<file path="src/design/pbs_pkg.sv">
// Shared types and constants for the PolyBLEP sawtooth oscillator.
package pbs_pkg;

  localparam int unsigned PhaseW  = 32;
  localparam int unsigned SampleW = 16;

  // Reset value of the reciprocal sample rate register: 1/48000 in Q0.32.
  localparam logic [PhaseW-1:0] InvSrReset = 32'd89478;

  // Which side of the wrap discontinuity a sample falls on.
  typedef enum logic [1:0] {
    EDGE_NONE,
    EDGE_RISE,
    EDGE_FALL
  } edge_kind_e;

  // One queued sample job: front end to back end.
  typedef struct packed {
    edge_kind_e        kind;
    logic [PhaseW-1:0] phase;
    logic [PhaseW-1:0] inc;
    logic [PhaseW-1:0] numer;
  } job_t;

endpackage

</file>
<file path="src/design/pbs_front.sv">
// Front end: phase increment multiply, edge classification and phase accumulator.
module pbs_front (
  input  logic                          clk_i,
  input  logic                          rst_ni,
  input  logic [pbs_pkg::PhaseW-1:0]    inv_sample_rate_i,
  input  logic                          in_valid_i,
  output logic                          in_stall_o,
  input  logic [pbs_pkg::PhaseW-1:0]    frequency_i,
  input  logic                          full_i,
  output logic                          push_o,
  output pbs_pkg::job_t                 job_o
);
  import pbs_pkg::*;

  logic                    s1_valid_q, s1_valid_d;
  logic [PhaseW-1:0]       inc_q;
  logic [PhaseW-1:0]       phase_q;
  logic [2*PhaseW-1:0]     prod;
  logic [PhaseW:0]         sum;
  logic                    accept;

  // Q16.16 * Q0.32 = Q16.48; keep the fractional Q0.32 part
  assign prod   = (2*PhaseW)'(frequency_i) * (2*PhaseW)'(inv_sample_rate_i);
  assign sum    = {1'b0, phase_q} + {1'b0, inc_q};

  assign push_o     = s1_valid_q && !full_i;
  assign in_stall_o = s1_valid_q && full_i;
  assign accept     = in_valid_i && !in_stall_o;
  assign s1_valid_d = accept || (s1_valid_q && !push_o);

  always_comb begin
    job_o.phase = phase_q;
    job_o.inc   = inc_q;
    job_o.kind  = EDGE_NONE;
    job_o.numer = '0;
    if (inc_q != '0) begin
      if (phase_q < inc_q) begin
        job_o.kind  = EDGE_RISE;
        job_o.numer = phase_q;
      end else if (sum[PhaseW] && (sum[PhaseW-1:0] != '0)) begin
        // phase is nonzero here, so one minus phase fits the word
        job_o.kind  = EDGE_FALL;
        job_o.numer = '0 - phase_q;
      end
    end
  end

  always_ff @(posedge clk_i or negedge rst_ni) begin
    if (!rst_ni) begin
      s1_valid_q <= 1'b0;
      phase_q    <= '0;
    end else begin
      s1_valid_q <= s1_valid_d;
      if (push_o) begin
        phase_q <= sum[PhaseW-1:0];
      end
    end
  end

  always_ff @(posedge clk_i) begin
    if (accept) begin
      inc_q <= prod[PhaseW+15:16];
    end
  end

endmodule

</file>
<file path="src/design/pbs_fifo.sv">
// Small job queue decoupling the front end from the divider back end.
module pbs_fifo #(
  parameter int unsigned Depth = 2
) (
  input  logic          clk_i,
  input  logic          rst_ni,
  input  logic          push_i,
  input  pbs_pkg::job_t data_i,
  output logic          full_o,
  input  logic          pop_i,
  output logic          empty_o,
  output pbs_pkg::job_t data_o
);
  import pbs_pkg::*;

  localparam int unsigned PtrW = (Depth > 1) ? $clog2(Depth) : 1;
  localparam int unsigned CntW = $clog2(Depth + 1);
  localparam logic [PtrW-1:0] PtrLast = PtrW'(Depth - 1);
  localparam logic [CntW-1:0] CntFull = CntW'(Depth);

  job_t            mem_q [Depth];
  logic [PtrW-1:0] wr_ptr_q, rd_ptr_q;
  logic [CntW-1:0] count_q;

  assign full_o  = (count_q == CntFull);
  assign empty_o = (count_q == '0);
  assign data_o  = mem_q[rd_ptr_q];

  always_ff @(posedge clk_i or negedge rst_ni) begin
    if (!rst_ni) begin
      wr_ptr_q <= '0;
      rd_ptr_q <= '0;
      count_q  <= '0;
    end else begin
      if (push_i) begin
        wr_ptr_q <= (wr_ptr_q == PtrLast) ? '0 : wr_ptr_q + 1'b1;
      end
      if (pop_i) begin
        rd_ptr_q <= (rd_ptr_q == PtrLast) ? '0 : rd_ptr_q + 1'b1;
      end
      if (push_i && !pop_i) begin
        count_q <= count_q + 1'b1;
      end else if (pop_i && !push_i) begin
        count_q <= count_q - 1'b1;
      end
    end
  end

  always_ff @(posedge clk_i) begin
    if (push_i) begin
      mem_q[wr_ptr_q] <= data_i;
    end
  end

  a_count_bound: assert property (@(posedge clk_i) disable iff (!rst_ni)
    count_q <= CntFull)
    else $error("queue count beyond depth");

  a_no_overflow: assert property (@(posedge clk_i) disable iff (!rst_ni)
    !(push_i && full_o))
    else $error("push into full queue");

  a_no_underflow: assert property (@(posedge clk_i) disable iff (!rst_ni)
    !(pop_i && empty_o))
    else $error("pop from empty queue");

endmodule

</file>
<file path="src/design/pbs_back.sv">
// Back end: radix-2 divider, BLEP square, output rounding and saturation.
module pbs_back (
  input  logic                                clk_i,
  input  logic                                rst_ni,
  input  logic                                empty_i,
  input  pbs_pkg::job_t                       job_i,
  output logic                                pop_o,
  output logic                                out_valid_o,
  input  logic                                out_stall_i,
  output logic signed [pbs_pkg::SampleW-1:0]  sample_o
);
  import pbs_pkg::*;

  localparam int unsigned DivSteps = PhaseW;
  localparam int unsigned CntW     = $clog2(DivSteps);
  localparam logic [CntW-1:0] CntLast = CntW'(DivSteps - 1);
  localparam int unsigned VW       = PhaseW + 4;
  localparam int unsigned ShW      = VW - 17;

  typedef enum logic [1:0] {
    S_IDLE,
    S_DIV,
    S_SQR,
    S_FIN
  } state_e;

  state_e                     state_q;
  logic                       out_valid_q;
  logic signed [SampleW-1:0]  sample_q;

  job_t                       job_q;
  logic [PhaseW-1:0]          rem_q, quo_q;
  logic [CntW-1:0]            cnt_q;
  logic [PhaseW:0]            sq_q;

  logic [PhaseW:0]            trial;
  logic                       ge;
  logic [PhaseW-1:0]          rem_next;
  logic [PhaseW:0]            u;
  logic [PhaseW-1:0]          h;
  logic [2*PhaseW-1:0]        hh;
  logic signed [VW-1:0]       v;
  logic signed [ShW-1:0]      sh;
  logic signed [SampleW-1:0]  sat;
  logic                       out_free;

  // restoring divide step: numerator * 2^32 / inc, numerator < inc
  assign trial    = {rem_q, 1'b0};
  assign ge       = trial >= {1'b0, job_q.inc};
  assign rem_next = ge ? PhaseW'(trial - {1'b0, job_q.inc}) : trial[PhaseW-1:0];

  // (1 - q)^2 in Q0.32 via the halved operand
  assign u  = {1'b1, {PhaseW{1'b0}}} - {1'b0, quo_q};
  assign h  = u[PhaseW:1];
  assign hh = (2*PhaseW)'(h) * (2*PhaseW)'(h);

  always_comb begin
    v = $signed({3'b000, job_q.phase, 1'b0}) - $signed(VW'({1'b1, {PhaseW{1'b0}}}));
    case (job_q.kind)
      EDGE_RISE: v = v + $signed(VW'(sq_q));
      EDGE_FALL: v = v - $signed(VW'(sq_q));
      default:   v = v;
    endcase
    // round to nearest, ties up, Q.32 -> Q.15
    sh = ShW'((v + $signed(VW'(32'd65536))) >>> 17);
    if (sh > $signed(ShW'(16'sh7fff))) begin
      sat = 16'sh7fff;
    end else if (sh < -$signed(ShW'(17'h08000))) begin
      sat = -16'sh7fff - 16'sh0001;
    end else begin
      sat = sh[SampleW-1:0];
    end
  end

  assign out_free    = !out_valid_q || !out_stall_i;
  assign pop_o       = (state_q == S_IDLE) && !empty_i;
  assign out_valid_o = out_valid_q;
  assign sample_o    = sample_q;

  always_ff @(posedge clk_i or negedge rst_ni) begin
    if (!rst_ni) begin
      state_q     <= S_IDLE;
      out_valid_q <= 1'b0;
      sample_q    <= '0;
    end else begin
      // a finishing job reloads the output register in S_FIN instead
      if (out_valid_q && !out_stall_i && (state_q != S_FIN)) begin
        out_valid_q <= 1'b0;
      end
      unique case (state_q)
        S_IDLE: begin
          if (!empty_i) begin
            state_q <= (job_i.kind == EDGE_NONE) ? S_SQR : S_DIV;
          end
        end
        S_DIV: begin
          if (cnt_q == CntLast) begin
            state_q <= S_SQR;
          end
        end
        S_SQR: begin
          state_q <= S_FIN;
        end
        S_FIN: begin
          if (out_free) begin
            out_valid_q <= 1'b1;
            sample_q    <= sat;
            state_q     <= S_IDLE;
          end
        end
        default: state_q <= S_IDLE;
      endcase
    end
  end

  always_ff @(posedge clk_i) begin
    case (state_q)
      S_IDLE: begin
        if (!empty_i) begin
          job_q <= job_i;
          rem_q <= job_i.numer;
          quo_q <= '0;
          cnt_q <= '0;
        end
      end
      S_DIV: begin
        rem_q <= rem_next;
        quo_q <= {quo_q[PhaseW-2:0], ge};
        cnt_q <= cnt_q + 1'b1;
      end
      S_SQR: begin
        sq_q <= (job_q.kind == EDGE_NONE) ? '0 : hh[2*PhaseW-2:30];
      end
      default: ;
    endcase
  end

  a_rem_below_divisor: assert property (@(posedge clk_i) disable iff (!rst_ni)
    (state_q == S_DIV) |-> (rem_q < job_q.inc))
    else $error("divider remainder not below divisor");

  a_div_starts_clean: assert property (@(posedge clk_i) disable iff (!rst_ni)
    (state_q == S_DIV && $past(state_q) == S_IDLE) |-> (cnt_q == '0))
    else $error("divide entered with stale step count");

  a_pop_only_idle: assert property (@(posedge clk_i) disable iff (!rst_ni)
    pop_o |=> (state_q == S_DIV || state_q == S_SQR))
    else $error("popped job did not start");

endmodule

</file>
<file path="src/design/polyblep_saw_oscillator.sv">
// Top level of the PolyBLEP band-limited sawtooth oscillator.
// The back end computes a sample near the wrap edge with a 32-step radix-2 divider and
//   skips the divider for a plain ramp sample; it works on one queued job at a time.
// The back-end divider sets the rate; the front end takes one transaction per cycle while
//   the queue is not full, so it accepts new samples while the divider is still busy.
// Reset: asynchronous, active low; clears phase to zero, empties the queue, drops
//   result valid and loads inv_sample_rate with 1/48000 (Q0.32).
module polyblep_saw_oscillator #(
  parameter int unsigned QueueDepth = 2
) (
  input  logic                                clk_i,
  input  logic                                rst_ni,
  // configuration: reciprocal sample rate, Q0.32
  input  logic                                inv_sample_rate_we_i,
  input  logic [pbs_pkg::PhaseW-1:0]          inv_sample_rate_i,
  // input channel: one frequency (Q16.16 Hz) per sample period
  input  logic                                in_valid_i,
  output logic                                in_stall_o,
  input  logic [pbs_pkg::PhaseW-1:0]          frequency_i,
  // output channel: Q1.15 sample
  output logic                                out_valid_o,
  input  logic                                out_stall_i,
  output logic signed [pbs_pkg::SampleW-1:0]  sample_o
);
  import pbs_pkg::*;

  logic [PhaseW-1:0] inv_sample_rate_q;

  logic  push, pop, full, empty;
  job_t  front_job, back_job;

  // Config register; the user must write it only while the datapath is idle (not enforced here).
  always_ff @(posedge clk_i or negedge rst_ni) begin
    if (!rst_ni) begin
      inv_sample_rate_q <= InvSrReset;
    end else if (inv_sample_rate_we_i) begin
      inv_sample_rate_q <= inv_sample_rate_i;
    end
  end

  // Front end: inc = freq * inv_sr, classify against the wrap edge, advance phase.
  // The phase accumulator only needs inc, so it runs ahead of the divider.
  pbs_front u_front (
    .clk_i            (clk_i),
    .rst_ni           (rst_ni),
    .inv_sample_rate_i(inv_sample_rate_q),
    .in_valid_i       (in_valid_i),
    .in_stall_o       (in_stall_o),
    .frequency_i      (frequency_i),
    .full_i           (full),
    .push_o           (push),
    .job_o            (front_job)
  );

  // Job queue between the two halves.
  pbs_fifo #(
    .Depth(QueueDepth)
  ) u_fifo (
    .clk_i  (clk_i),
    .rst_ni (rst_ni),
    .push_i (push),
    .data_i (front_job),
    .full_o (full),
    .pop_i  (pop),
    .empty_o(empty),
    .data_o (back_job)
  );

  // Back end: edge position by division, residual square, round and saturate.
  // The output register lets the divider start the next job while a result waits.
  pbs_back u_back (
    .clk_i      (clk_i),
    .rst_ni     (rst_ni),
    .empty_i    (empty),
    .job_i      (back_job),
    .pop_o      (pop),
    .out_valid_o(out_valid_o),
    .out_stall_i(out_stall_i),
    .sample_o   (sample_o)
  );

endmodule

</file>
<file path="config.mk">
export PLATFORM = sky130hd
export DESIGN_NAME = polyblep_saw_oscillator
export DESIGN_NICKNAME = d
export VERILOG_FILES = /design/src/design/pbs_pkg.sv /design/src/design/pbs_front.sv /design/src/design/pbs_fifo.sv /design/src/design/pbs_back.sv /design/src/design/polyblep_saw_oscillator.sv
export SDC_FILE = /design/constraint.sdc
export NUM_CORES = 2
export LEC_CHECK = 0
export BUFFER_PORTS_ARGS = -buffer_cell sky130_fd_sc_hd__buf_2
export CAP_MARGIN = 20
export CORE_MARGIN = 2
export CORE_UTILIZATION = 50
export CTS_BUF_LIST = sky130_fd_sc_hd__clkbuf_8
export CTS_CLUSTER_DIAMETER = 30
export DETAILED_ROUTE_END_ITERATION = 16
export PLACE_DENSITY = 0.65
export SLEW_MARGIN = 0
export SYNTH_ARGS = -nofsm -noshare
export SYNTH_HDL_FRONTEND = slang
export SYNTH_HIERARCHICAL = 1
export SYNTH_SLANG_ARGS = --single-unit
</file>
<file path="constraint.sdc">
create_clock -name clk_i -period 27.1 [get_ports clk_i]
set_clock_uncertainty 0.15 [all_clocks]
set_input_delay 8.13 -clock clk_i [delete_from_list [all_inputs] [get_ports clk_i]]
set_output_delay 8.13 -clock clk_i [all_outputs]
set_load 0.1 [all_outputs]
</file>
==> results.toml <==
[run_status]
status = "completed"

[timing]
rsz0062_at_grt = "no"
slew_viol_final = 0
setup_viol = 0
worst_slack_ns = 11.01
finalCritPeriodShare_pct = 59.4
tns_ns = 0
maxSlewHeadroom_pct = 24.0
min_period_ns = 16.09
worstMarginPinSlew_ns = 1.14
hold_viol = 0
max_freq_mhz = 62.2

[floorplan]
die_area_um2 = 169000
rows = 149
die_x_um = 411
ioPinCount = 87
coreArea_um2 = 165000
die-height_um = 411
start_util_pct = 50.3

[yosys]
synth_edf_count = 396
synthSimpleGateAreaFrac_pct = 13.2
synth_compound_area_share_pct = 6.39
synthMuxAreaShare_pct = 2.22
synth_fa_ha_area_share_pct = 47.6
netlist-cell-type-count = 125
synth_cells = 8448
yosysSeqAreaShare_pct = 17.0
synth_area_um2 = 82900
yosysWarnings = 6
syn_avg_cell_area_um2 = 9.82
postSynth.asyncResetShare_pct = 18.2
yosys_register_bits = 484
synth_top_family_by_area = "adder cells"
synth-xor-area-share_pct = 2.72
synth_ff_type = "edfxtp_1"

[hold_path]
hp-class = "register to register"

[detailed_routing]
drtIter0Drc = 4398
wire_per_inst_um = 21.6
ant_nets = 0
via_per_inst = 5.45
drt_first_pass_iters = 8
routed_wl_um = 232000
drc = 0
vias = 58339

[critical_path]
r2r_start = "u_back/quo_q[0]"
crit_required_ns = 27.46
worstSetupStartpointType = "input port"
crit_start = "frequency_i[6]"
crit_path_max_fanout = 32
timing.rr.end = "u_back/sq_q[32]"
cp.arrival_ns = 16.45
end_kind = "register"
critical_path_class = "input port to register"
r2r_cells = 38
setup.worst_path.end = "u_front/inc_q[31]"
reg2reg_slack_ns = 13.28

[global_route]
busiest_layer = "met2"
use_met3_pct = 4.98
grt_pass1_vias = 64001
grt_first_pass_wirelength_um = 367000
grt_use_met1_pct = 39.2
grt_max_degree = 65
grt_antenna_before_repair = 4
grtUsageTotal_pct = 28.3
use_met2_pct = 45.5
overflow = 0

[clock_tree]
clock_sinks = 484
ctsHtreeMaxLevel = 3
ctsHoldBuffers = 0
clk_pin_slew_ns = 0.06
cts_made_buffers = 107
clock_latency_ns = 0.83
cts_setup_buffers = 0
cts_resized = 0
clock_path_buffers = 3
cts_root_buf = "clkbuf_8"
tritoncts = "built"

[final_layout]
syn_to_final_growth_pct = 6.22
layout-drive-gt1-share_pct = 7.27
nets = 10700
final_cell_area_um2 = 88100
final_cell_count_no_fill = 10707

[place]
place_congestion = 0.953
dpl_cell_area_um2 = 85700
post-dp-hpwl_um = 179000
portBuffers = 86
dp.cells = 10504
dp_slack_ns = 10.31

[job]
maxCapViolCount = 0
[cell usage in the layout, fill, tap and decap left out, types with 26 or more instances in the layout]
master,netlist,layout
a21o_1,84,84
conb_1,2,26
xor2_1,85,76
mux2_4,41,41
and3_1,30,30
nand2_1,795,795
buf_2,21,86
o21ai_0,122,121
mux2_2,97,97
edfxtp_1,396,396
buf_4,5,92
nand3_1,56,56
nor2b_1,45,42
ha_1,619,618
inv_1,1973,1994
a21oi_1,242,242
xnor2_1,173,167
and2_1,580,579
dfrtp_1,79,78
nand2b_1,36,35
nor3_1,55,55
fa_1,1587,1587
o21bai_1,29,29
nor4_1,30,30
nand4_1,33,33
clkbuf_8,0,109
a31oi_1,26,26
nor2_1,498,498
[area by class of cell]
class                           instances  area (um2)
Fill cell                           14995       76700
Antenna cell                            3        7.51
Clock inverter                         90         890
Clock buffer                          109        1500
Timing Repair Buffer                  180        1180
Sequential cell                       484       14100
Multi-Input combinational cell       5662       60200
Tap cell                             2189        2740
Inverter                             1990        7470
[how the worst min path moves through the flow]
stage | start | endpoint | slack, ns | cells past startpoint
final | u_back/sample_o[14] | u_back/sample_o[14] | 0.33 | 2
after global routing | u_back/sample_o[15] | u_back/sample_o[15] | 0.36 | 2
after CTS | u_back/sample_o[14] | u_back/sample_o[14] | 0.34 | 2
after detailed placement | u_back/sample_o[14] | u_back/sample_o[14] | 0.33 | 2
after global placement | u_back/sample_o[14] | u_back/sample_o[14] | 0.32 | 2
after floorplan | u_fifo/wr_ptr_q | u_fifo/wr_ptr_q | 0.31 | 1
[kinds of logic after synthesis]
group | Yosys count
AOI/OAI and AO/OA | 762
muxes | 151
DFF | 484
and+or+nand+nor | 2259
other | 2
buffers and inverters | 2326
adders and majority gates | 2206
xor gates and xnor gates | 258
[routing by layer]
layer / wire length (um) / up-vias
li1: - / 25800
met1: 99000 / 29908
met2: 107000 / 2192
met3: 18300 / 439
met4: 7520 / 0
met5: 0 / -
[registers in the layout (all words and copies together) (netlist names), 2 cells and up]
name and count:
inv_sample_rate_q 32, u_back/cnt_q 5, u_back/job_q 66, u_back/quo_q 32, u_back/rem_q 32, u_back/sample_o 16, u_back/sq_q 33, u_back/state_q 2
u_fifo/count_q 2, u_fifo/mem_q 196, u_front/inc_q 32, u_front/phase_q 32
[synth_stat cells (13+ instances only)]
library cell | count | area share (%)
mux2_4 | 41 | 0.74
mux2i_1 | 13 | 0.16
buf_2 | 21 | 0.13
nor3_1 | 55 | 0.33
o21ai_0 | 122 | 0.74
o211ai_1 | 16 | 0.14
a21o_1 | 84 | 0.76
and2_1 | 580 | 4.4
o21bai_1 | 29 | 0.26
xnor2_1 | 173 | 1.8
mux2_2 | 97 | 1.3
ha_1 | 619 | 9.3
or3_1 | 22 | 0.17
dfrtp_1 | 79 | 2.4
nand4_1 | 33 | 0.25
nand3b_1 | 16 | 0.14
inv_1 | 1973 | 8.9
clkbuf_1 | 282 | 1.3
a31oi_1 | 26 | 0.20
xor2_1 | 85 | 0.90
nand2_1 | 795 | 3.6
nor4_1 | 30 | 0.23
nor2_1 | 498 | 2.3
nand3_1 | 56 | 0.34
nand2b_1 | 36 | 0.27
fa_1 | 1587 | 38
edfxtp_1 | 396 | 14
and3_1 | 30 | 0.23
nor2b_1 | 45 | 0.34
a211oi_1 | 25 | 0.23
a21oi_1 | 242 | 1.5
o21a_1 | 18 | 0.16
[worst max-delay path, stage by stage]
cell and delay, ns:
buf_2 0.63, and2_1 0.26, fa_1 0.44, fa_1 0.51, inv_1 0.05, fa_1 0.47, fa_1 0.49, inv_1 0.04
ha_1 0.26, ha_1 0.30, fa_1 0.49, inv_1 0.05, fa_1 0.47, inv_1 0.04, ha_1 0.19, a2111oi_0 0.77
nor3b_1 0.46, a2111oi_1 0.17, buf_2 0.19, o21ai_0 0.40, a32oi_1 0.28, a221oi_1 0.57, o21ai_0 0.24, a31oi_1 0.29
o21ba_2 0.18, xnor2_1 0.06
[per-stage QoR]
stage / utilization [%] / hold WS (ns)
2_1_floorplan: - / 0.305
3_3_place_gp: 52.0 / 0.321
3_5_place_dp: 52.0 / 0.327
4_1_cts: 53.4 / 0.337
5_1_grt: 53.5 / 0.361
6_report: 53.5 / 0.334
Power is left out: the tool's default activity adds up to more than one toggle a clock period on the data nets, which glitch-free logic cannot reach.
